**config.mk**
```make
export PLATFORM = sky130hd
export DESIGN_NAME = i2c_master_bit_sequencer_core
export DESIGN_NICKNAME = d
export VERILOG_FILES = /design/src/rtl/i2cm_pkg.sv /design/src/rtl/i2cm_front.sv /design/src/rtl/i2cm_cmd_fifo.sv /design/src/rtl/i2cm_back.sv /design/src/rtl/i2c_master_bit_sequencer_core.sv
export SDC_FILE = /design/constraint.sdc
export NUM_CORES = 1
export LEC_CHECK = 0
export ABC_AREA = 0
export BUFFER_PORTS_ARGS = -buffer_cell sky130_fd_sc_hd__buf_4
export CAP_MARGIN = 5
export CELL_PAD_IN_SITES_DETAIL_PLACEMENT = 2
export CELL_PAD_IN_SITES_GLOBAL_PLACEMENT = 2
export CORE_MARGIN = 2
export CORE_UTILIZATION = 39
export CTS_CLUSTER_DIAMETER = 120
export DETAILED_ROUTE_END_ITERATION = 12
export GPL_TIMING_DRIVEN = 0
export PLACE_DENSITY_LB_ADDON = 0.15
export SLEW_MARGIN = 20
export SYNTH_ARGS = -nofsm -noshare
export SYNTH_HDL_FRONTEND = slang
export SYNTH_HIERARCHICAL = 1
export SYNTH_SLANG_ARGS = --single-unit
```
**constraint.sdc**
```tcl
create_clock -name clock -period 3.6 [get_ports clock]
set_clock_uncertainty 0.2 [all_clocks]
set_input_delay 0.36 -clock clock [delete_from_list [all_inputs] [get_ports clock]]
set_output_delay 0.36 -clock clock [all_outputs]
set_load 0.005 [all_outputs]
```
**src/rtl/i2cm_pkg.sv**
```systemverilog
// Shared types and constants for the I2C master bit sequencer.
package i2cm_pkg;

   localparam int CMD_QUEUE_DEPTH_DEFAULT = 2;

   typedef enum logic [2:0] {
      OP_START      = 3'd0,
      OP_STOP       = 3'd1,
      OP_WRITE_BYTE = 3'd2,
      OP_READ_BYTE  = 3'd3,
      OP_SEND_ACK   = 3'd4,
      OP_READ_ACK   = 3'd5
   } op_type;

   typedef logic [1:0] phase_type;

   // Extra leading step of read byte that releases SDA before the bit loop.
   localparam phase_type PHASE_FIRST   = 2'd0;
   localparam phase_type PHASE_PRELUDE = 2'd3;

   typedef struct packed {
      logic [2:0] opcode;
      logic [7:0] tx_byte;
      logic       ack_to_send;
      logic [7:0] bus_bits;
      logic       bus_ack_level;
   } req_type;

   typedef struct packed {
      logic       scl_level;
      logic       sda_level;
      logic       is_sample;
      logic [7:0] rx_byte;
      logic       rx_ack;
      logic       last_event;
   } rsp_type;

   typedef struct packed {
      op_type     op;
      phase_type  start_phase;
      logic [7:0] tx_byte;
      logic       ack_to_send;
      logic [7:0] bus_bits;
      logic       bus_ack_level;
   } cmd_type;

endpackage

```
**src/rtl/i2cm_front.sv**
```systemverilog
// Front end: accepts requests, drops unused opcodes, stages decoded commands.
module i2cm_front (
   input  logic              clock,
   input  logic              reset,
   input  logic              req_push,
   output logic              req_full,
   input  i2cm_pkg::req_type req_data,
   output logic              cmd_push,
   output i2cm_pkg::cmd_type cmd_data,
   input  logic              cmd_full
);
   import i2cm_pkg::*;

   logic    stage_valid_ff, stage_valid_in;
   cmd_type stage_ff, stage_in;
   logic    advance;
   logic    accept;
   logic    op_known;

   assign advance  = !stage_valid_ff || !cmd_full;
   assign accept   = req_push && advance;
   assign req_full = !advance;
   assign cmd_push = stage_valid_ff;
   assign cmd_data = stage_ff;

   always_comb begin
      unique case (req_data.opcode) inside
         OP_START, OP_STOP, OP_WRITE_BYTE, OP_READ_BYTE, OP_SEND_ACK, OP_READ_ACK: begin
            op_known = 1'b1;
         end
         default: begin
            op_known = 1'b0;
         end
      endcase
   end

   always_comb begin
      stage_in.op            = op_type'(req_data.opcode);
      stage_in.start_phase   = (req_data.opcode == OP_READ_BYTE) ? PHASE_PRELUDE : PHASE_FIRST;
      stage_in.tx_byte       = req_data.tx_byte;
      stage_in.ack_to_send   = req_data.ack_to_send;
      stage_in.bus_bits      = req_data.bus_bits;
      stage_in.bus_ack_level = req_data.bus_ack_level;
   end

   // drop unused opcodes: accepted, never queued
   assign stage_valid_in = advance ? (accept && op_known) : stage_valid_ff;

   always_ff @(posedge clock) begin
      if (reset) begin
         stage_valid_ff <= 1'b0;
      end else begin
         stage_valid_ff <= stage_valid_in;
      end
   end

   always_ff @(posedge clock) begin
      if (accept) begin
         stage_ff <= stage_in;
      end
   end

endmodule

```
**src/rtl/i2cm_cmd_fifo.sv**
```systemverilog
// Short command queue between the front end and the line sequencer.
module i2cm_cmd_fifo #(
   parameter int DEPTH = i2cm_pkg::CMD_QUEUE_DEPTH_DEFAULT
) (
   input  logic              clock,
   input  logic              reset,
   input  logic              push,
   input  i2cm_pkg::cmd_type push_data,
   output logic              full,
   input  logic              pop,
   output i2cm_pkg::cmd_type pop_data,
   output logic              empty
);
   import i2cm_pkg::*;

   localparam int IDX_W = (DEPTH > 1) ? $clog2(DEPTH) : 1;
   localparam int CNT_W = $clog2(DEPTH + 1);

   cmd_type            slots_ff [DEPTH];
   logic [IDX_W-1:0]   wr_ptr_ff, wr_ptr_in;
   logic [IDX_W-1:0]   rd_ptr_ff, rd_ptr_in;
   logic [CNT_W-1:0]   count_ff, count_in;
   logic               do_push, do_pop;

   assign full     = (count_ff == CNT_W'(DEPTH));
   assign empty    = (count_ff == '0);
   assign do_push  = push && !full;
   assign do_pop   = pop && !empty;
   assign pop_data = slots_ff[rd_ptr_ff];

   always_comb begin
      wr_ptr_in = wr_ptr_ff;
      rd_ptr_in = rd_ptr_ff;
      count_in  = count_ff;
      if (do_push) begin
         wr_ptr_in = (wr_ptr_ff == IDX_W'(DEPTH - 1)) ? '0 : wr_ptr_ff + 1'b1;
      end
      if (do_pop) begin
         rd_ptr_in = (rd_ptr_ff == IDX_W'(DEPTH - 1)) ? '0 : rd_ptr_ff + 1'b1;
      end
      if (do_push && !do_pop) begin
         count_in = count_ff + 1'b1;
      end else if (do_pop && !do_push) begin
         count_in = count_ff - 1'b1;
      end
   end

   always_ff @(posedge clock) begin
      if (reset) begin
         wr_ptr_ff <= '0;
         rd_ptr_ff <= '0;
         count_ff  <= '0;
      end else begin
         wr_ptr_ff <= wr_ptr_in;
         rd_ptr_ff <= rd_ptr_in;
         count_ff  <= count_in;
      end
   end

   always_ff @(posedge clock) begin
      if (do_push) begin
         slots_ff[wr_ptr_ff] <= push_data;
      end
   end

endmodule

```
**src/rtl/i2cm_back.sv**
```systemverilog
// Back end: steps through command line events, one per cycle unless stalled.
module i2cm_back (
   input  logic              clock,
   input  logic              reset,
   input  logic              cmd_empty,
   input  i2cm_pkg::cmd_type cmd_data,
   output logic              cmd_pop,
   output logic              rsp_empty,
   input  logic              rsp_pop,
   output i2cm_pkg::rsp_type rsp_data
);
   import i2cm_pkg::*;

   logic      busy_ff, busy_in;
   cmd_type   cmd_ff;
   phase_type phase_ff, phase_in;
   logic [2:0] bit_ff, bit_in;
   logic      scl_ff, scl_in;
   logic      sda_ff, sda_in;
   logic [7:0] rx_shift_ff, rx_shift_in;
   logic      out_valid_ff, out_valid_in;
   rsp_type   out_ff, event_in;

   logic      advance, step, load;
   logic      ev_set_scl, ev_set_sda, ev_level, ev_sample, ev_last;

   assign advance   = !out_valid_ff || rsp_pop;
   assign step      = busy_ff && advance;
   assign load      = !cmd_empty && (!busy_ff || (step && ev_last));
   assign cmd_pop   = load;
   assign rsp_empty = !out_valid_ff;
   assign rsp_data  = out_ff;

   // event decode: which line moves, to what level, and whether the run ends
   always_comb begin
      ev_set_scl = 1'b0;
      ev_set_sda = 1'b0;
      ev_level   = 1'b0;
      ev_sample  = 1'b0;
      ev_last    = 1'b0;
      unique case (cmd_ff.op)
         OP_START: begin
            case (phase_ff)
               2'd0: begin ev_set_sda = 1'b1; ev_level = 1'b1; end
               2'd1: begin ev_set_scl = 1'b1; ev_level = 1'b1; end
               2'd2: begin ev_set_sda = 1'b1; ev_level = 1'b0; end
               default: begin ev_set_scl = 1'b1; ev_level = 1'b0; ev_last = 1'b1; end
            endcase
         end
         OP_STOP: begin
            case (phase_ff)
               2'd0: begin ev_set_sda = 1'b1; ev_level = 1'b0; end
               2'd1: begin ev_set_scl = 1'b1; ev_level = 1'b1; end
               default: begin ev_set_sda = 1'b1; ev_level = 1'b1; ev_last = 1'b1; end
            endcase
         end
         OP_WRITE_BYTE: begin
            case (phase_ff)
               2'd0: begin ev_set_sda = 1'b1; ev_level = cmd_ff.tx_byte[~bit_ff]; end
               2'd1: begin ev_set_scl = 1'b1; ev_level = 1'b1; end
               default: begin
                  ev_set_scl = 1'b1;
                  ev_level   = 1'b0;
                  ev_last    = (bit_ff == 3'd7);
               end
            endcase
         end
         OP_READ_BYTE: begin
            case (phase_ff)
               PHASE_PRELUDE: begin ev_set_sda = 1'b1; ev_level = 1'b1; end
               2'd0: begin ev_set_scl = 1'b1; ev_level = 1'b1; end
               2'd1: begin ev_sample = 1'b1; end
               default: begin
                  ev_set_scl = 1'b1;
                  ev_level   = 1'b0;
                  ev_last    = (bit_ff == 3'd7);
               end
            endcase
         end
         OP_SEND_ACK: begin
            case (phase_ff)
               2'd0: begin ev_set_sda = 1'b1; ev_level = cmd_ff.ack_to_send; end
               2'd1: begin ev_set_scl = 1'b1; ev_level = 1'b1; end
               default: begin ev_set_scl = 1'b1; ev_level = 1'b0; ev_last = 1'b1; end
            endcase
         end
         OP_READ_ACK: begin
            case (phase_ff)
               2'd0: begin ev_set_sda = 1'b1; ev_level = 1'b1; end
               2'd1: begin ev_set_scl = 1'b1; ev_level = 1'b1; end
               2'd2: begin ev_sample = 1'b1; end
               default: begin ev_set_scl = 1'b1; ev_level = 1'b0; ev_last = 1'b1; end
            endcase
         end
         default: begin
            ev_last = 1'b1;
         end
      endcase
   end

   always_comb begin
      scl_in      = ev_set_scl ? ev_level : scl_ff;
      sda_in      = ev_set_sda ? ev_level : sda_ff;
      rx_shift_in = rx_shift_ff;
      if (cmd_ff.op == OP_READ_BYTE) begin
         if (phase_ff == PHASE_PRELUDE) begin
            rx_shift_in = '0;
         end else if (ev_sample) begin
            rx_shift_in = {rx_shift_ff[6:0], cmd_ff.bus_bits[~bit_ff]};
         end
      end

      event_in.scl_level  = scl_in;
      event_in.sda_level  = sda_in;
      event_in.is_sample  = ev_sample;
      event_in.rx_byte    = (cmd_ff.op == OP_READ_BYTE && ev_last) ? rx_shift_ff : 8'd0;
      event_in.rx_ack     = (cmd_ff.op == OP_READ_ACK && ev_last) ? cmd_ff.bus_ack_level
                                                                 : 1'b0;
      event_in.last_event = ev_last;
   end

   // advance the step counters; byte commands loop over three phases per bit
   always_comb begin
      phase_in = phase_ff;
      bit_in   = bit_ff;
      if ((cmd_ff.op == OP_WRITE_BYTE || cmd_ff.op == OP_READ_BYTE) && phase_ff == 2'd2) begin
         phase_in = PHASE_FIRST;
         bit_in   = bit_ff + 1'b1;
      end else if (phase_ff == PHASE_PRELUDE) begin
         phase_in = PHASE_FIRST;
      end else begin
         phase_in = phase_ff + 1'b1;
      end
   end

   always_comb begin
      if (load) begin
         busy_in = 1'b1;
      end else if (step && ev_last) begin
         busy_in = 1'b0;
      end else begin
         busy_in = busy_ff;
      end
      out_valid_in = advance ? busy_ff : out_valid_ff;
   end

   always_ff @(posedge clock) begin
      if (reset) begin
         busy_ff      <= 1'b0;
         out_valid_ff <= 1'b0;
         scl_ff       <= 1'b1;
         sda_ff       <= 1'b1;
         rx_shift_ff  <= '0;
         phase_ff     <= PHASE_FIRST;
         bit_ff       <= '0;
      end else begin
         busy_ff      <= busy_in;
         out_valid_ff <= out_valid_in;
         if (step) begin
            scl_ff      <= scl_in;
            sda_ff      <= sda_in;
            rx_shift_ff <= rx_shift_in;
         end
         if (load) begin
            phase_ff <= cmd_data.start_phase;
            bit_ff   <= '0;
         end else if (step) begin
            phase_ff <= phase_in;
            bit_ff   <= bit_in;
         end
      end
   end

   always_ff @(posedge clock) begin
      if (load) begin
         cmd_ff <= cmd_data;
      end
      if (step) begin
         out_ff <= event_in;
      end
   end

endmodule

```
**src/rtl/i2c_master_bit_sequencer_core.sv**
```systemverilog
// Top level of the I2C master bit sequencer: front end, command queue, line sequencer.
//
//   channel  direction  handshake                 payload
//   req_     in         req_push / req_full       i2cm_pkg::req_type
//   rsp_     out        rsp_empty / rsp_pop       i2cm_pkg::rsp_type
//
// Each command yields one line event per cycle unless the output is stalled: start 4,
// stop 3, write byte 24, read byte 25, send ack 3, read ack 4. The sequencer's event
// step sets the rate; the next queued command loads on the previous one's last event.
// A request is registered in the front stage before it is queued.
// Reset leaves SCL and SDA high, the queue and the output register empty.
// Holding rsp_pop low while a response waits stalls the sequencer; the queue lets requests arrive meanwhile.
module i2c_master_bit_sequencer_core #(
   parameter int CMD_QUEUE_DEPTH = i2cm_pkg::CMD_QUEUE_DEPTH_DEFAULT
) (
   input  logic              clock,
   input  logic              reset,
   input  logic              req_push,
   output logic              req_full,
   input  i2cm_pkg::req_type req_data,
   output logic              rsp_empty,
   input  logic              rsp_pop,
   output i2cm_pkg::rsp_type rsp_data
);
   import i2cm_pkg::*;

   logic    fq_push, fq_full, fq_pop, fq_empty;
   cmd_type fq_push_data, fq_pop_data;

   i2cm_front u_front (
      .clock    (clock),
      .reset    (reset),
      .req_push (req_push),
      .req_full (req_full),
      .req_data (req_data),
      .cmd_push (fq_push),
      .cmd_data (fq_push_data),
      .cmd_full (fq_full)
   );

   i2cm_cmd_fifo #(
      .DEPTH (CMD_QUEUE_DEPTH)
   ) u_cmd_fifo (
      .clock     (clock),
      .reset     (reset),
      .push      (fq_push),
      .push_data (fq_push_data),
      .full      (fq_full),
      .pop       (fq_pop),
      .pop_data  (fq_pop_data),
      .empty     (fq_empty)
   );

   i2cm_back u_back (
      .clock     (clock),
      .reset     (reset),
      .cmd_empty (fq_empty),
      .cmd_data  (fq_pop_data),
      .cmd_pop   (fq_pop),
      .rsp_empty (rsp_empty),
      .rsp_pop   (rsp_pop),
      .rsp_data  (rsp_data)
   );

`ifndef SYNTHESIS
   a_pop_nonempty: assert property (@(posedge clock) disable iff (reset)
      fq_pop |-> !fq_empty)
      else $error("sequencer took a command from an empty queue");

   a_sample_scl_high: assert property (@(posedge clock) disable iff (reset)
      (!rsp_empty && rsp_data.is_sample) |-> rsp_data.scl_level)
      else $error("sample point with SCL low");

   a_rx_only_last: assert property (@(posedge clock) disable iff (reset)
      (!rsp_empty && !rsp_data.last_event) |->
         (rsp_data.rx_byte == 8'd0 && rsp_data.rx_ack == 1'b0))
      else $error("received data shown before the last event");

   a_run_end_levels: assert property (@(posedge clock) disable iff (reset)
      (!rsp_empty && rsp_data.last_event) |->
         (!rsp_data.scl_level || rsp_data.sda_level))
      else $error("run ended with SCL high and SDA low");
`endif

endmodule
```
After elaboration in Yosys (flattened, before gate mapping)

Memory sizes are Yosys's and may differ from the RTL's. A register that Yosys moved wholly into a read port is not among the register bits.
Index checks and enable logic that the tools add are counted.
W data, S select, Z words.

Bitwise operators: 1
Divide/modulo/power cells: 0
Multipliers: 0
Multiplexer cells: 46
Order comparisons: 1
$add $sub $neg: 6
Equal/unequal tests: 15
Reductions and logical operators: 46
Shift-type cells: 0

Operators with widths:

| cell                  | number |
|---|---|
| $mux W1               | 28 |
| $mux W8               | 2 |
| $reduce_or A2 Y1      | 8 |
| $eq A3 B3 Y1 const B  | 5 |
| $mux W2               | 7 |
| $eq A3 B2 Y1 const B  | 4 |
| $logic_and A1 B1 Y1   | 12 |
| $pmux W1 S4           | 3 |
| $reduce_or A3 Y1      | 3 |
| $logic_not A1 Y1      | 8 |
| $reduce_bool A2 Y1    | 4 |
| $bmux W1 S3           | 2 |
| $eq A2 B2 Y1 const B  | 3 |
| $eq A3 B1 Y1 const B  | 2 |
| $logic_not A3 Y1      | 2 |
| $pmux W1 S2           | 3 |
| $reduce_or A6 Y1      | 1 |
| $pmux W1 S5           | 1 |
| $add A2 B1 Y2 const B | 2 |
| $logic_not A2 Y1      | 2 |
| $logic_or A1 B1 Y1    | 4 |
| $lt A3 B4 Y1 const B  | 1 |
| $add A3 B1 Y3 const B | 1 |
| $not A3 Y3            | 1 |
| 5 further kinds       | 6 |

Output and inout bits: 15
Memories kept: 1
Bits in writable memories: 46
Latch bits: 0
Input bits: 25
Register bits after elaboration: 79
Logic and storage cells: 144
ROM bits: 0

Memories:

| memory              | depth | bits a word | rd ports | clocked after Yosys merged registers in | wr ports | line                | RTL |
|---|---|---|---|---|---|---|---|
| u_cmd_fifo.slots_ff | 2     | 23          | 1        | 1                                       | 1        | i2cm_cmd_fifo.sv:19 | `cmd_type slots_ff [DEPTH];` |

Longest topological paths before layout

Gate-level depths: netlist of the first run.

Depth in word-level cells: 11
Depth in mapped cells: 12
Mapped depth without buffers: 12

Modules after synthesis

The synthesis of the first run kept the hierarchy.

Modules (own cells, without submodules):

| module        | seq. area each (sq um) | area an instance (sq um) | instances | cells an instance |
|---|---|---|---|---|
| i2cm_back     | 1361.3                 | 2306.0                   | 1         | 185 |
| i2cm_cmd_fifo | 1481.4                 | 1868.0                   | 1         | 96 |
| i2cm_front    | 680.7                  | 728.2                    | 1         | 30 |

Worst setup path before layout of the first run

No wires, ideal clock.

Path kind: reg2reg
Start point: register u_back.phase_ff[0]
End point: register u_cmd_fifo.count_ff[1]
Path buffers: 0
Data arrival time: 3091 ps
Data required time: 3330 ps
Period minus slack after synthesis: 3361 ps
Setup slack: 239 ps
Setup time: 70 ps
Cell stages (with the launch flop): 12
Cell sequence: dfxtp_1 inv_1 ha_1 nor2_1 a221oi_1 o221a_2 a21o_1 inv_1 o21ai_0 ha_1 or3_1 a21oi_1

Word-level cells in the longest chain between the ends: 11
Elaborated cells on any way between the ends: 21
Classes of those cells: eq/ne: 3; mux: 6; reduce/logical: 12

RTL lines:

| what                                                           | line                                | RTL |
|---|---|---|
| from (decl)                                                    | i2cm_back.sv:16                     | `phase_type phase_ff, phase_in;` |
| from (signal assigned)                                         | i2cm_back.sv:165                    | `phase_ff <= cmd_data.start_phase;` |
| from (signal assigned)                                         | i2cm_back.sv:168                    | `phase_ff <= phase_in;` |
| $eq A2 B1 Y1 (tied with other cells)                           | n/a                                 |  |
| $reduce_or A3 Y1 (no line) or $reduce_or A2 Y1 (tied branches) | n/a                                 |  |
| $mux W1 (on tied branches)                                     | n/a                                 |  |
| $pmux W1 S4 *                                                  | i2cm_back.sv:41                     | `unique case (cmd_ff.op)` |
| $logic_and A1 B1 Y1 *                                          | i2cm_back.sv:29                     | `assign load = !cmd_empty && (!busy_ff \|\| (step && ev_last));` |
| $logic_or A1 B1 Y1 *                                           | i2cm_back.sv:29                     |  |
| $logic_and A1 B1 Y1 *                                          | i2cm_back.sv:29                     |  |
| named net fq_pop                                               | i2c_master_bit_sequencer_core.sv:27 | `logic fq_push, fq_full, fq_pop, fq_empty;` |
| $logic_and A1 B1 Y1 *                                          | i2cm_cmd_fifo.sv:28                 | `assign do_pop = pop && !empty;` |
| $logic_not A1 Y1                                               | i2cm_cmd_fifo.sv:41                 | `if (do_push && !do_pop) begin` |
| $logic_and A1 B1 Y1                                            | i2cm_cmd_fifo.sv:41                 |  |
| $mux W2 or $reduce_bool A2 Y1 (tied branches)                  | n/a                                 |  |
| to (signal assigned)                                           | i2cm_cmd_fifo.sv:56                 | `count_ff <= count_in;` |
| to (decl)                                                      | i2cm_cmd_fifo.sv:22                 | `logic [CNT_W-1:0] count_ff, count_in;` |

Mark *: on every way through the listed nets, which the timed path passes. The rest lies on a longest branch.
A chain may end at the register's enable or synchronous reset.

Final worst setup path of the first run

Ends and elaborated chain as after synthesis.

==> results of run 1 <==
==> per-stage QoR <==
stage / setup WS, ns / setup TNS, ns
floorplan: 0.239 / 0
global placement: -0.361 / -0.501
detailed placement: -0.524 / -0.807
CTS: 0.305 / 0
global route: 0.0478 / 0
finish: 0.322 / 0
==> power by group <==
group	internal [mW]	total, mW	switching (mW)
Clock	0.938	1.54	0.600
Combinational	0.425	1.04	0.610
Sequential	1.92	2.04	0.116
Total	3.29	4.61	1.33
==> flip-flops by register name, indices dropped and copies added, names as in the netlist, named ones only <==
signal	count
u_back/bit_ff	3
u_back/busy_ff	1
u_back/cmd_ff	21
u_back/out_valid_ff	1
u_back/phase_ff	2
u_back/rsp_data	13
u_back/rx_shift_ff	8
u_back/scl_ff	1
u_back/sda_ff	1
u_cmd_fifo/count_ff	2
u_cmd_fifo/rd_ptr_ff	1
u_cmd_fifo/slots_ff	46
u_cmd_fifo/wr_ptr_ff	1
u_front/cmd_data	22
u_front/cmd_push	1
==> cells in the mapped netlist (2+ instances only) <==
master                     number  area (µm²)
sky130_fd_sc_hd__mux2i_1       11         110
sky130_fd_sc_hd__o221a_2        2        22.5
sky130_fd_sc_hd__xor2_1         4        35.0
sky130_fd_sc_hd__nand3b_1       2        15.0
sky130_fd_sc_hd__dfxtp_1       23         460
sky130_fd_sc_hd__nor2b_1       11        68.8
sky130_fd_sc_hd__a21oi_1        8        40.0
sky130_fd_sc_hd__edfxtp_1     102        3060
sky130_fd_sc_hd__nand2b_1       5        31.3
sky130_fd_sc_hd__buf_2          4        20.0
sky130_fd_sc_hd__nand2_1        8        30.0
sky130_fd_sc_hd__inv_1          9        33.8
sky130_fd_sc_hd__clkbuf_1       5        18.8
sky130_fd_sc_hd__a21o_1         3        22.5
sky130_fd_sc_hd__o21ai_0        7        35.0
sky130_fd_sc_hd__mux2_2        25         282
sky130_fd_sc_hd__a21boi_0       2        15.0
sky130_fd_sc_hd__ha_1           8         100
sky130_fd_sc_hd__mux4_1         4         105
sky130_fd_sc_hd__nor2_1        25        93.8
sky130_fd_sc_hd__nor4b_1        2        17.5
sky130_fd_sc_hd__and2_1         9        56.3
sky130_fd_sc_hd__a211oi_1       4        30.0
sky130_fd_sc_hd__nand3_1        4        20.0
sky130_fd_sc_hd__a221oi_1       3        26.3
sky130_fd_sc_hd__nor3_1         4        20.0
sky130_fd_sc_hd__or3_1          2        12.5
sky130_fd_sc_hd__a22oi_1        2        15.0
==> repair_timing <==
| item | 4_1_cts | 5_1_grt |
|---|---|---|
| resized for setup | 1 | 0 |
| setup endpoints to repair | 2 | 0 |
| setup buffers | 1 | 0 |
| hold buffers | 22 | 0 |
| endpoints found under the hold margin | 26 | 0 |
==> final timing paths <==
check / from / endpoint / slack, ns / depth (start not counted)
hold / removal: rsp_pop / u_back/out_valid_ff / 0.09 / 4
setup / recovery: u_back/phase_ff[0] / u_cmd_fifo/count_ff[1] / 0.32 / 11
setup reg to reg: u_back/phase_ff[0] / u_cmd_fifo/count_ff[1] / 0.32 / 11
hold reg to reg: u_front/cmd_data[6] / u_cmd_fifo/slots_ff[1][6] / 0.25 / 0
==> layout by cell type (no fill, tap or decap), types with 8 or more instances in the layout <==
cell and n:
sky130_fd_sc_hd__buf_4 41, sky130_fd_sc_hd__mux2i_1 11, sky130_fd_sc_hd__dfxtp_1 23, sky130_fd_sc_hd__ha_1 8, sky130_fd_sc_hd__edfxtp_1 102, sky130_fd_sc_hd__nand2_1 8
sky130_fd_sc_hd__nor2b_1 10, sky130_fd_sc_hd__inv_1 8, sky130_fd_sc_hd__mux2_2 25, sky130_fd_sc_hd__and2_1 8, sky130_fd_sc_hd__clkbuf_16 17, sky130_fd_sc_hd__dlygate4sd3_1 22
sky130_fd_sc_hd__a21oi_1 8, sky130_fd_sc_hd__nor2_1 25, sky130_fd_sc_hd__clkbuf_1 8
==> layer usage <==
metal / GRT usage, % / wire length, µm
met5: 0 / 0
met4: 5.48 / 77
met3: 5.76 / 357
met2: 32.1 / 5680
met1: 19.3 / 4370
==> cell type report <==
cell class / count / area [µm²] / area share, %
Buffer: 11 / 50.0 / 0.809
Clock buffer: 20 / 437 / 7.05
Clock inverter: 12 / 96.3 / 1.56
Inverter: 9 / 37.5 / 0.606
Multi-Input combinational cell: 166 / 1300 / 21.0
Sequential cell: 125 / 3520 / 56.9
Tap cell: 168 / 210 / 3.40
Timing Repair Buffer: 63 / 532 / 8.59
Timing Repair inverter: 1 / 5.00 / 0.0809
==> logic make-up (layout without fill, tap and decap cells) <==
logic type | count (synthesis) | in the layout | share of synthesized area [%]
AO/OA/AOI/OAI | 36 | 36 | 5.16
AND/OR/NAND/NOR | 78 | 78 | 8.37
flip-flops | 125 | 125 | 71.9
adder cells (fa/ha/maj) | 8 | 8 | 2.04
XOR/XNOR | 4 | 4 | 0.715
buffers and inverters | 20 | 116 | 1.71
multiplexers | 40 | 40 | 10.1
==> tightest hold or removal path: stages <==
cell                     delay [ns]
sky130_fd_sc_hd__buf_4         0.08
sky130_fd_sc_hd__nor2_1        0.07
sky130_fd_sc_hd__nor2_1        0.09
sky130_fd_sc_hd__nor2_1        0.05
==> flow_metrics.py, run 1 <==
metrics = {
    "layout": {
        "fillers": 1130,
        "final_standard_cell_count_with_taps_included_and_fillers_excluded": 575,
        "finalNetCount": 427,
        "ant_diodes": 0,
        "post_layout_util_pct": 50.9,
        "area_growth_syn_to_fin_pct": 26.3,
        "layout.cell_area.non_filler_um2": 6190,
        "final_layout_size_suffix_gt1_share_pct": 26.3,
    },
    "clock_network": {
        "cts_root_cell": "sky130_fd_sc_hd__clkbuf_16",
        "max-clock-path-buffers": 2,
        "clk_transition_reported_paths_ns": 0.06,
        "clock_latency_late_sink_ns": 0.41,
        "clock-sinks": 125,
        "clock_tree.htree_level_count": 4,
        "cts_tree": "yes",
        "cts_made_buffers": 17,
    },
    "yosys": {
        "postSynthAreaPerCell_um2": 15.8,
        "syn-instance-count": 311,
        "synth_enable_flop_cells": 102,
        "yosys_register_bits": 125,
        "synthesis.nets": 344,
        "synthDistinctLibCells": 41,
        "synth_sequential_area_ratio_pct": 71.9,
        "syn-cell-area_um2": 4900,
        "async_flop_share_pct": 0,
        "yosysWarnings": 6,
        "yosys_most_used_dff": "sky130_fd_sc_hd__edfxtp_1",
    },
    "global_route": {
        "grt_max_degree": 24,
        "first_global_vias": 3203,
        "grt_antenna_before_repair": 0,
        "grt_usage_pct": 17.5,
        "grt_pass1_wl_mm": 17.0,
        "grt_remaining_overflow": 0,
    },
    "floorplanning": {
        "initial_core_util_pct": 40.3,
        "die_w_um": 116,
        "boundaryPins": 40,
        "floorplan.die.height_um": 116,
        "design.core.area_um2": 12200,
        "design.die.area_um2": 13500,
        "std_cell_rows": 40,
    },
    "critical_path": {
        "critPathKind": "reg2reg",
        "timing.critical_path.slowest_cell_delay_ns": 0.35,
        "count_of_buffering_cells_on_the_critical_path_with_inverters_included": 2,
        "cp_slowest_cell": "sky130_fd_sc_hd__dfxtp_1",
        "worst_setup_path_end_kind": "register",
        "critical-path-top-cell-by-count": "sky130_fd_sc_hd__ha_1",
        "worst-endpoint-arrival_ns": 3.42,
        "worstPathCellList": "inv_1 > ha_1 > nor2_1 > a221oi_1 > o221a_2 > a21o_1 > clkinvlp_4 > o21ai_0 > ha_1 > or3_1 > a21oi_1",
        "crit_fanout": 8,
        "cp.required_ns": 3.75,
        "setup.worst_path.start_class": "register",
        "critical_path.top_delay_family": "compound AO/OA/AOI/OAI gates",
    },
    "power": {
        "cellLeakagePower_nw": 2.28,
        "vdd_ir_drop_max_uv": 394,
        "power.density_cell_area_nw_per_um2": 745,
        "post_layout_total_power_mw": 4.61,
    },
    "route": {
        "drc_errors": 0,
        "post_drt_wl_per_cell_um": 18.2,
        "routed_via_density": 4.95,
        "detailroute.via_count": 2846,
        "detail_route.first_pass.iterations": 5,
        "drt-initial-drc-count": 87,
        "antenna_violation_net_count_after_detailed_routing": 0,
        "drt-total-wl_mm": 10.5,
    },
    "placement": {
        "io_buffers": 39,
        "dpl.cell_count": 519,
        "gp_congestion": 0.794,
        "dpl.hpwl_mm": 6.60,
        "place_area_um2": 5420,
    },
    "timing": {
        "timing.hold.ws_ns": 0.0921,
        "fin_crit_ns": 3.28,
        "final_worst_path_period_share_pct": 91.1,
        "achievable-frequency_mhz": 305,
        "final_max_slew_viol_count": 0,
        "grt_setup_unrepaired": "false",
        "max-slew-margin-rel_pct": 28.9,
        "worst_pin_slew_ns": 1.07,
        "timing.final.hold_violations": 0,
        "setup_viol": 0,
    },
    "run": {
        "drv.max_cap_violation_count": 0,
    },
    "run_status": {
        "outcome": "finished, final reports clean",
    },
    "worst_hold_path": {
        "hp-class": "in2reg",
    },
}
(Power assumes the default switching activity.)
==> inputs of run 2 (changes only) <==
Settings changed: CORE_ASPECT_RATIO set to 1.25.
==> flow_metrics.py, run 2 (same netlist as run 1, synthesis figures left out) <==
metrics = {
    "run_status": {
        "outcome": "finished, final reports clean",
    },
    "global_route": {
        "grt_usage_pct": 17.3,
        "grt_remaining_overflow": 0,
        "grt_pass1_wl_mm": 17.4,
        "grt_antenna_before_repair": 0,
        "grt_max_degree": 24,
        "first_global_vias": 3204,
    },
    "layout": {
        "post_layout_util_pct": 51.1,
        "regMostFlops": "u_cmd_fifo/slots_ff",
        "fillers": 1126,
        "layout.cells.most_common": "sky130_fd_sc_hd__edfxtp_1",
        "ant_diodes": 0,
        "largest_register_ff_count": 46,
        "final_standard_cell_count_with_taps_included_and_fillers_excluded": 571,
        "finalNetCount": 427,
        "area_growth_syn_to_fin_pct": 27.4,
        "most_used_cells_in_the_layout_excluding_fill_and_tap_cells": "sky130_fd_sc_hd__edfxtp_1 (102), sky130_fd_sc_hd__buf_4 (41), sky130_fd_sc_hd__nor2_1 (25), sky130_fd_sc_hd__mux2_2 (25), sky130_fd_sc_hd__dfxtp_1 (23)",
        "final_layout_size_suffix_gt1_share_pct": 27.8,
    },
    "route": {
        "detailroute.via_count": 2839,
        "detail_route.first_pass.iterations": 4,
        "drc_errors": 0,
        "routed_via_density": 4.97,
        "post_drt_wl_per_cell_um": 18.5,
        "drt-total-wl_mm": 10.6,
        "drt-initial-drc-count": 94,
        "antenna_violation_net_count_after_detailed_routing": 0,
    },
    "power": {
        "vdd_ir_drop_max_uv": 412,
        "pint_mw": 3.38,
        "clock_power_share_pct": 35.2,
        "cellLeakagePower_nw": 2.31,
        "comb_power_share_pct": 21.9,
        "switching_power_mw": 1.37,
        "seq_power_share_pct": 42.9,
        "swShare_pct": 28.9,
        "power.density_cell_area_nw_per_um2": 761,
    },
    "clock_network": {
        "clock_tree.htree_level_count": 4,
        "max-clock-path-buffers": 2,
        "cts_tree": "yes",
        "clock-sinks": 125,
        "cts_root_cell": "sky130_fd_sc_hd__clkbuf_16",
        "clock_latency_late_sink_ns": 0.40,
        "cts_made_buffers": 17,
        "clk_transition_reported_paths_ns": 0.06,
    },
    "critical_path": {
        "worstPathCellList": "inv_1 > ha_1 > nor2_1 > a221oi_1 > o221a_2 > a21o_2 > clkinvlp_4 > o21ai_0 > ha_1 > xor2_1 > or3_1 > a21oi_1",
        "setup.worst_path.start_class": "register",
        "worstSetupStartpoint": "u_back/phase_ff[0]",
        "cp.required_ns": 3.74,
        "crit_fanout": 8,
        "worst_setup_path_end_kind": "register",
        "worst-endpoint-arrival_ns": 3.38,
        "reg2reg_setup_slack_ns": 0.36,
        "critical_r2r_launch": "u_back/phase_ff[0]",
        "cp_slowest_cell": "sky130_fd_sc_hd__dfxtp_1",
        "critical-path-top-cell-by-count": "sky130_fd_sc_hd__ha_1",
        "critPathKind": "reg2reg",
        "r2r-end": "u_cmd_fifo/count_ff[1]",
        "timing.critical_path.slowest_cell_delay_ns": 0.43,
        "reg2regPathDepth": 12,
    },
    "timing": {
        "setup_viol": 0,
        "final_layout_setup_total_negative_slack_ns": 0,
        "timing.final.hold_violations": 0,
        "worst_pin_slew_ns": 1.09,
        "achievable-frequency_mhz": 309,
        "max-slew-margin-rel_pct": 27.1,
        "final_max_slew_viol_count": 0,
        "grt_setup_unrepaired": "false",
        "timing.hold.ws_ns": 0.0573,
        "final_worst_path_period_share_pct": 90.0,
        "fin_crit_ns": 3.24,
        "post-route-worst-setup-slack_ns": 0.360,
    },
    "placement": {
        "io_buffers": 39,
        "pre_cts_ws_ns": -0.542,
        "dpl.cell_count": 515,
        "dpl.hpwl_mm": 6.76,
        "gp_congestion": 0.884,
    },
    "worst_hold_path": {
        "min_path_cells": 4,
        "hp-class": "in2reg",
        "min_from": "rsp_pop",
        "worstHoldEndpoint": "u_back/out_valid_ff",
    },
    "floorplanning": {
        "design.die.area_um2": 13500,
        "std_cell_rows": 45,
        "initial_core_util_pct": 40.1,
        "boundaryPins": 40,
        "die_w_um": 104,
        "floorplan.die.height_um": 129,
        "design.core.area_um2": 12200,
    },
    "run": {
        "drv.max_cap_violation_count": 0,
    },
}
-- run 2: cell types whose count changed in the layout (fill, tap and decap cells not counted), moves of 2 or more --
cell                       before  now
sky130_fd_sc_hd__clkbuf_1       8    5
sky130_fd_sc_hd__clkinv_1       2    0
sky130_fd_sc_hd__clkinv_2       4    2
sky130_fd_sc_hd__clkinv_4       0    5
-- run 2: what timing repair did --
item,CTS,global route
hold buffers,22,0
gates cloned,1,0
buffers inserted,1,0
gates resized for setup,1,1
pin swaps,0,0
endpoints found under the hold margin,26,0
setup endpoints to repair,4,1
-- run 2: worst max-delay path by stage --
stage / to / slack [ns] / cells after the start
after floorplan: u_cmd_fifo/count_ff[1] / 0.24 / 11
after global placement: u_cmd_fifo/count_ff[1] / -0.31 / 11
after detailed placement: u_cmd_fifo/count_ff[1] / -0.54 / 12
after CTS: u_cmd_fifo/count_ff[1] / 0.24 / 11
after global routing: u_cmd_fifo/count_ff[1] / 0.08 / 12
final: u_cmd_fifo/count_ff[1] / 0.36 / 12
-- run 2: stage by stage --
stage | power (mW) | area [µm²]
3_3_place_gp | 2.97 | 5400
6_report | 4.75 | 6240
3_5_place_dp | 3.05 | 5410
4_1_cts | 4.82 | 6240
2_1_floorplan | 2.68 | 4900
5_1_grt | 4.99 | 6240
-- run 2: cell type report --
type                    instances  area (µm²)  area share (%)
plain buffers                  11        50.0           0.802
clock buffers                  17         425            6.81
clock inverters                15         165            2.65
inverters                       9        37.5           0.601
multi-input cells             166        1300            20.8
flip-flops and latches        125        3520            56.4
well taps                     164         205            3.29
repair buffers                 63         532            8.52
repair inverters                1        5.00          0.0802
-- run 2: critical path, delay by kind of cell (launching register included) --
kind	cells	cell delay (ns)
AO/OA/AOI/OAI	5	1.06
adder cells (fa/ha/maj)	2	0.58
AND/OR/NAND/NOR	2	0.52
flip-flops	1	0.43
buffers and inverters	2	0.22
XOR/XNOR	1	0.16
-- run 2: routing by layer --
layer / wire [µm] / GRT usage [%] / vias up
met5: 0 / 0 / -
met4: 228 / 7.07 / 0
met3: 284 / 4.23 / 16
met2: 5850 / 32.5 / 56
met1: 4190 / 18.6 / 1429
li1: - / - / 1338
-- run 2: power groups by stage --
| stage | clock network [mW] | registers [mW] | logic [mW] |
|---|---|---|---|
| floorplan | 0 | 2.02 | 0.656 |
| global placement | 0 | 2.04 | 0.930 |
| detailed placement | 0 | 2.07 | 0.980 |
| CTS | 1.72 | 2.04 | 1.06 |
| global route | 1.76 | 2.07 | 1.16 |
| finish | 1.67 | 2.04 | 1.04 |
==> inputs of run 3 (changes only) <==
Settings changed: CORE_UTILIZATION 39 to 43.
Clock period 3.6 ns to 3 ns, I/O delays scaled along.
==> flow_metrics.py, run 3 (same netlist as run 1, synthesis figures left out) <==
metrics = {
    "floorplanning": {
        "boundaryPins": 40,
        "die_w_um": 99.5,
        "std_cell_rows": 43,
        "design.core.area_um2": 11100,
        "initial_core_util_pct": 44.2,
        "design.die.area_um2": 12300,
        "floorplan.die.height_um": 123,
    },
    "global_route": {
        "grt_remaining_overflow": 0,
        "first_global_vias": 3176,
        "grt_max_degree": 24,
        "grt_usage_pct": 20.7,
        "grt_pass1_wl_mm": 18.1,
        "grt_antenna_before_repair": 0,
    },
    "run": {
        "drv.max_cap_violation_count": 0,
    },
    "layout": {
        "regMostFlops": "u_cmd_fifo/slots_ff",
        "final_standard_cell_count_with_taps_included_and_fillers_excluded": 542,
        "ant_diodes": 0,
        "largest_register_ff_count": 46,
        "final_layout_size_suffix_gt1_share_pct": 28.3,
        "multi_input_area_um2": 1320,
        "seqCellArea_um2": 3530,
        "most_used_cells_in_the_layout_excluding_fill_and_tap_cells": "sky130_fd_sc_hd__edfxtp_1 (102), sky130_fd_sc_hd__buf_4 (43), sky130_fd_sc_hd__mux2_2 (25), sky130_fd_sc_hd__nor2_1 (24), sky130_fd_sc_hd__dlygate4sd3_1 (22)",
        "finalNetCount": 427,
        "fillers": 962,
        "layout.cells.most_common": "sky130_fd_sc_hd__edfxtp_1",
        "area_growth_syn_to_fin_pct": 27.2,
    },
    "route": {
        "post_drt_wl_per_cell_um": 22.1,
        "antenna_violation_net_count_after_detailed_routing": 0,
        "detail_route.first_pass.iterations": 5,
        "drt-total-wl_mm": 12.0,
        "drc_errors": 0,
        "detailroute.via_count": 2853,
        "drt-initial-drc-count": 105,
        "routed_via_density": 5.26,
    },
    "critical_path": {
        "setup.worst_path.start_class": "register",
        "worst-endpoint-arrival_ns": 2.99,
        "cp.required_ns": 3.13,
        "cp_slowest_cell": "sky130_fd_sc_hd__edfxtp_1",
        "worstPathCellList": "nor2_1 > a221oi_1 > o221a_2 > a21o_4 > clkinvlp_4 > o21ai_2 > ha_1 > or3_1 > a21oi_1",
        "crit_fanout": 4,
        "critPathKind": "reg2reg",
        "worst_setup_path_end_kind": "register",
        "timing.critical_path.slowest_cell_delay_ns": 0.44,
    },
    "clock_network": {
        "clock-sinks": 125,
        "max-clock-path-buffers": 2,
        "cts_made_buffers": 17,
        "clock_tree.htree_level_count": 4,
        "cts_root_cell": "sky130_fd_sc_hd__clkbuf_16",
        "clock_latency_late_sink_ns": 0.41,
        "clk_transition_reported_paths_ns": 0.05,
        "cts_tree": "yes",
    },
    "power": {
        "power.density_cell_area_nw_per_um2": 940,
        "cellLeakagePower_nw": 2.32,
        "post_layout_total_power_mw": 5.86,
        "vdd_ir_drop_max_uv": 536,
    },
    "timing": {
        "max-slew-margin-rel_pct": 29.6,
        "final_max_slew_viol_count": 0,
        "fin_crit_ns": 2.85,
        "grt_setup_unrepaired": "false",
        "final_worst_path_period_share_pct": 95.0,
        "post-route-worst-setup-slack_ns": 0.149,
        "setup_viol": 0,
        "timing.final.hold_violations": 0,
        "worst_pin_slew_ns": 1.05,
        "achievable-frequency_mhz": 351,
    },
    "placement": {
        "dpl.hpwl_mm": 7.06,
        "pre_cts_ws_ns": -0.600,
        "gp_congestion": 0.745,
        "io_buffers": 39,
        "dpl.cell_count": 485,
    },
    "run_status": {
        "outcome": "finished, final reports clean",
    },
    "worst_hold_path": {
        "hp-class": "in2reg",
    },
}
-- run 3: critical path: cells and delay by family (launching register included) --
kind	cells	cell delay (ns)
compound gates	5	1.00
simple gates	2	0.72
flops	1	0.44
fa+ha+maj	1	0.33
buf+inv	1	0.09
-- run 3: path summary, 6_finish.rpt --
path	from	to	slack, ns	depth (start not counted)
worst max-delay path	u_back/cmd_ff[21]	u_cmd_fifo/count_ff[1]	0.15	9
worst min-delay path	rsp_pop	u_back/out_valid_ff	0.05	4
worst max register to register	u_back/cmd_ff[21]	u_cmd_fifo/count_ff[1]	0.15	9
worst min register to register	u_front/cmd_data[1]	u_cmd_fifo/slots_ff[0][1]	0.25	0
-- run 3: area by class of cell --
class	count	share of cell area, %
Multi-Input combinational cell	166	21.2
Tap cell	135	2.71
Timing Repair inverter	1	0.0803
Inverter	9	0.602
Buffer	10	0.743
Timing Repair Buffer	64	8.59
Clock inverter	15	2.73
Clock buffer	17	6.82
Sequential cell	125	56.6
-- run 3: layer usage --
layer  global-route usage (%)  routed length (µm)  up-vias
met5                        0                   0        -
met4                     6.42                  60        0
met3                     4.86                 348        4
met2                     39.5                6900       51
met1                     22.6                4670     1461
li1                         -                   -     1337
-- run 3: timing repair --
action | in CTS | in global routing
buffers inserted | 1 | 2
endpoints found under the setup margin | 4 | 1
hold buffers | 22 | 0
pin swaps | 0 | 1
gates resized for setup | 2 | 2
hold endpoints to repair | 26 | 0
gates cloned | 1 | 0
-- run 3: per-stage QoR --
stage	hold slack (ns)	cell area [µm²]	utilization [%]	setup TNS [ns]
3_5_place_dp	0.237	5380	48.6	-1.18
4_1_cts	0.0408	6220	56.1	0
5_1_grt	0.0745	6230	56.3	0
2_1_floorplan	0.169	4910	-	0
3_3_place_gp	0.222	5370	48.5	-0.666
6_report	0.0483	6230	56.3	0
-- run 3: where the power goes --
| part | total, mW | switching (mW) | internal, mW |
|---|---|---|---|
| registers | 2.48 | 0.173 | 2.31 |
| clock network | 2.06 | 0.759 | 1.30 |
| logic | 1.32 | 0.766 | 0.552 |
| total | 5.86 | 1.70 | 4.16 |
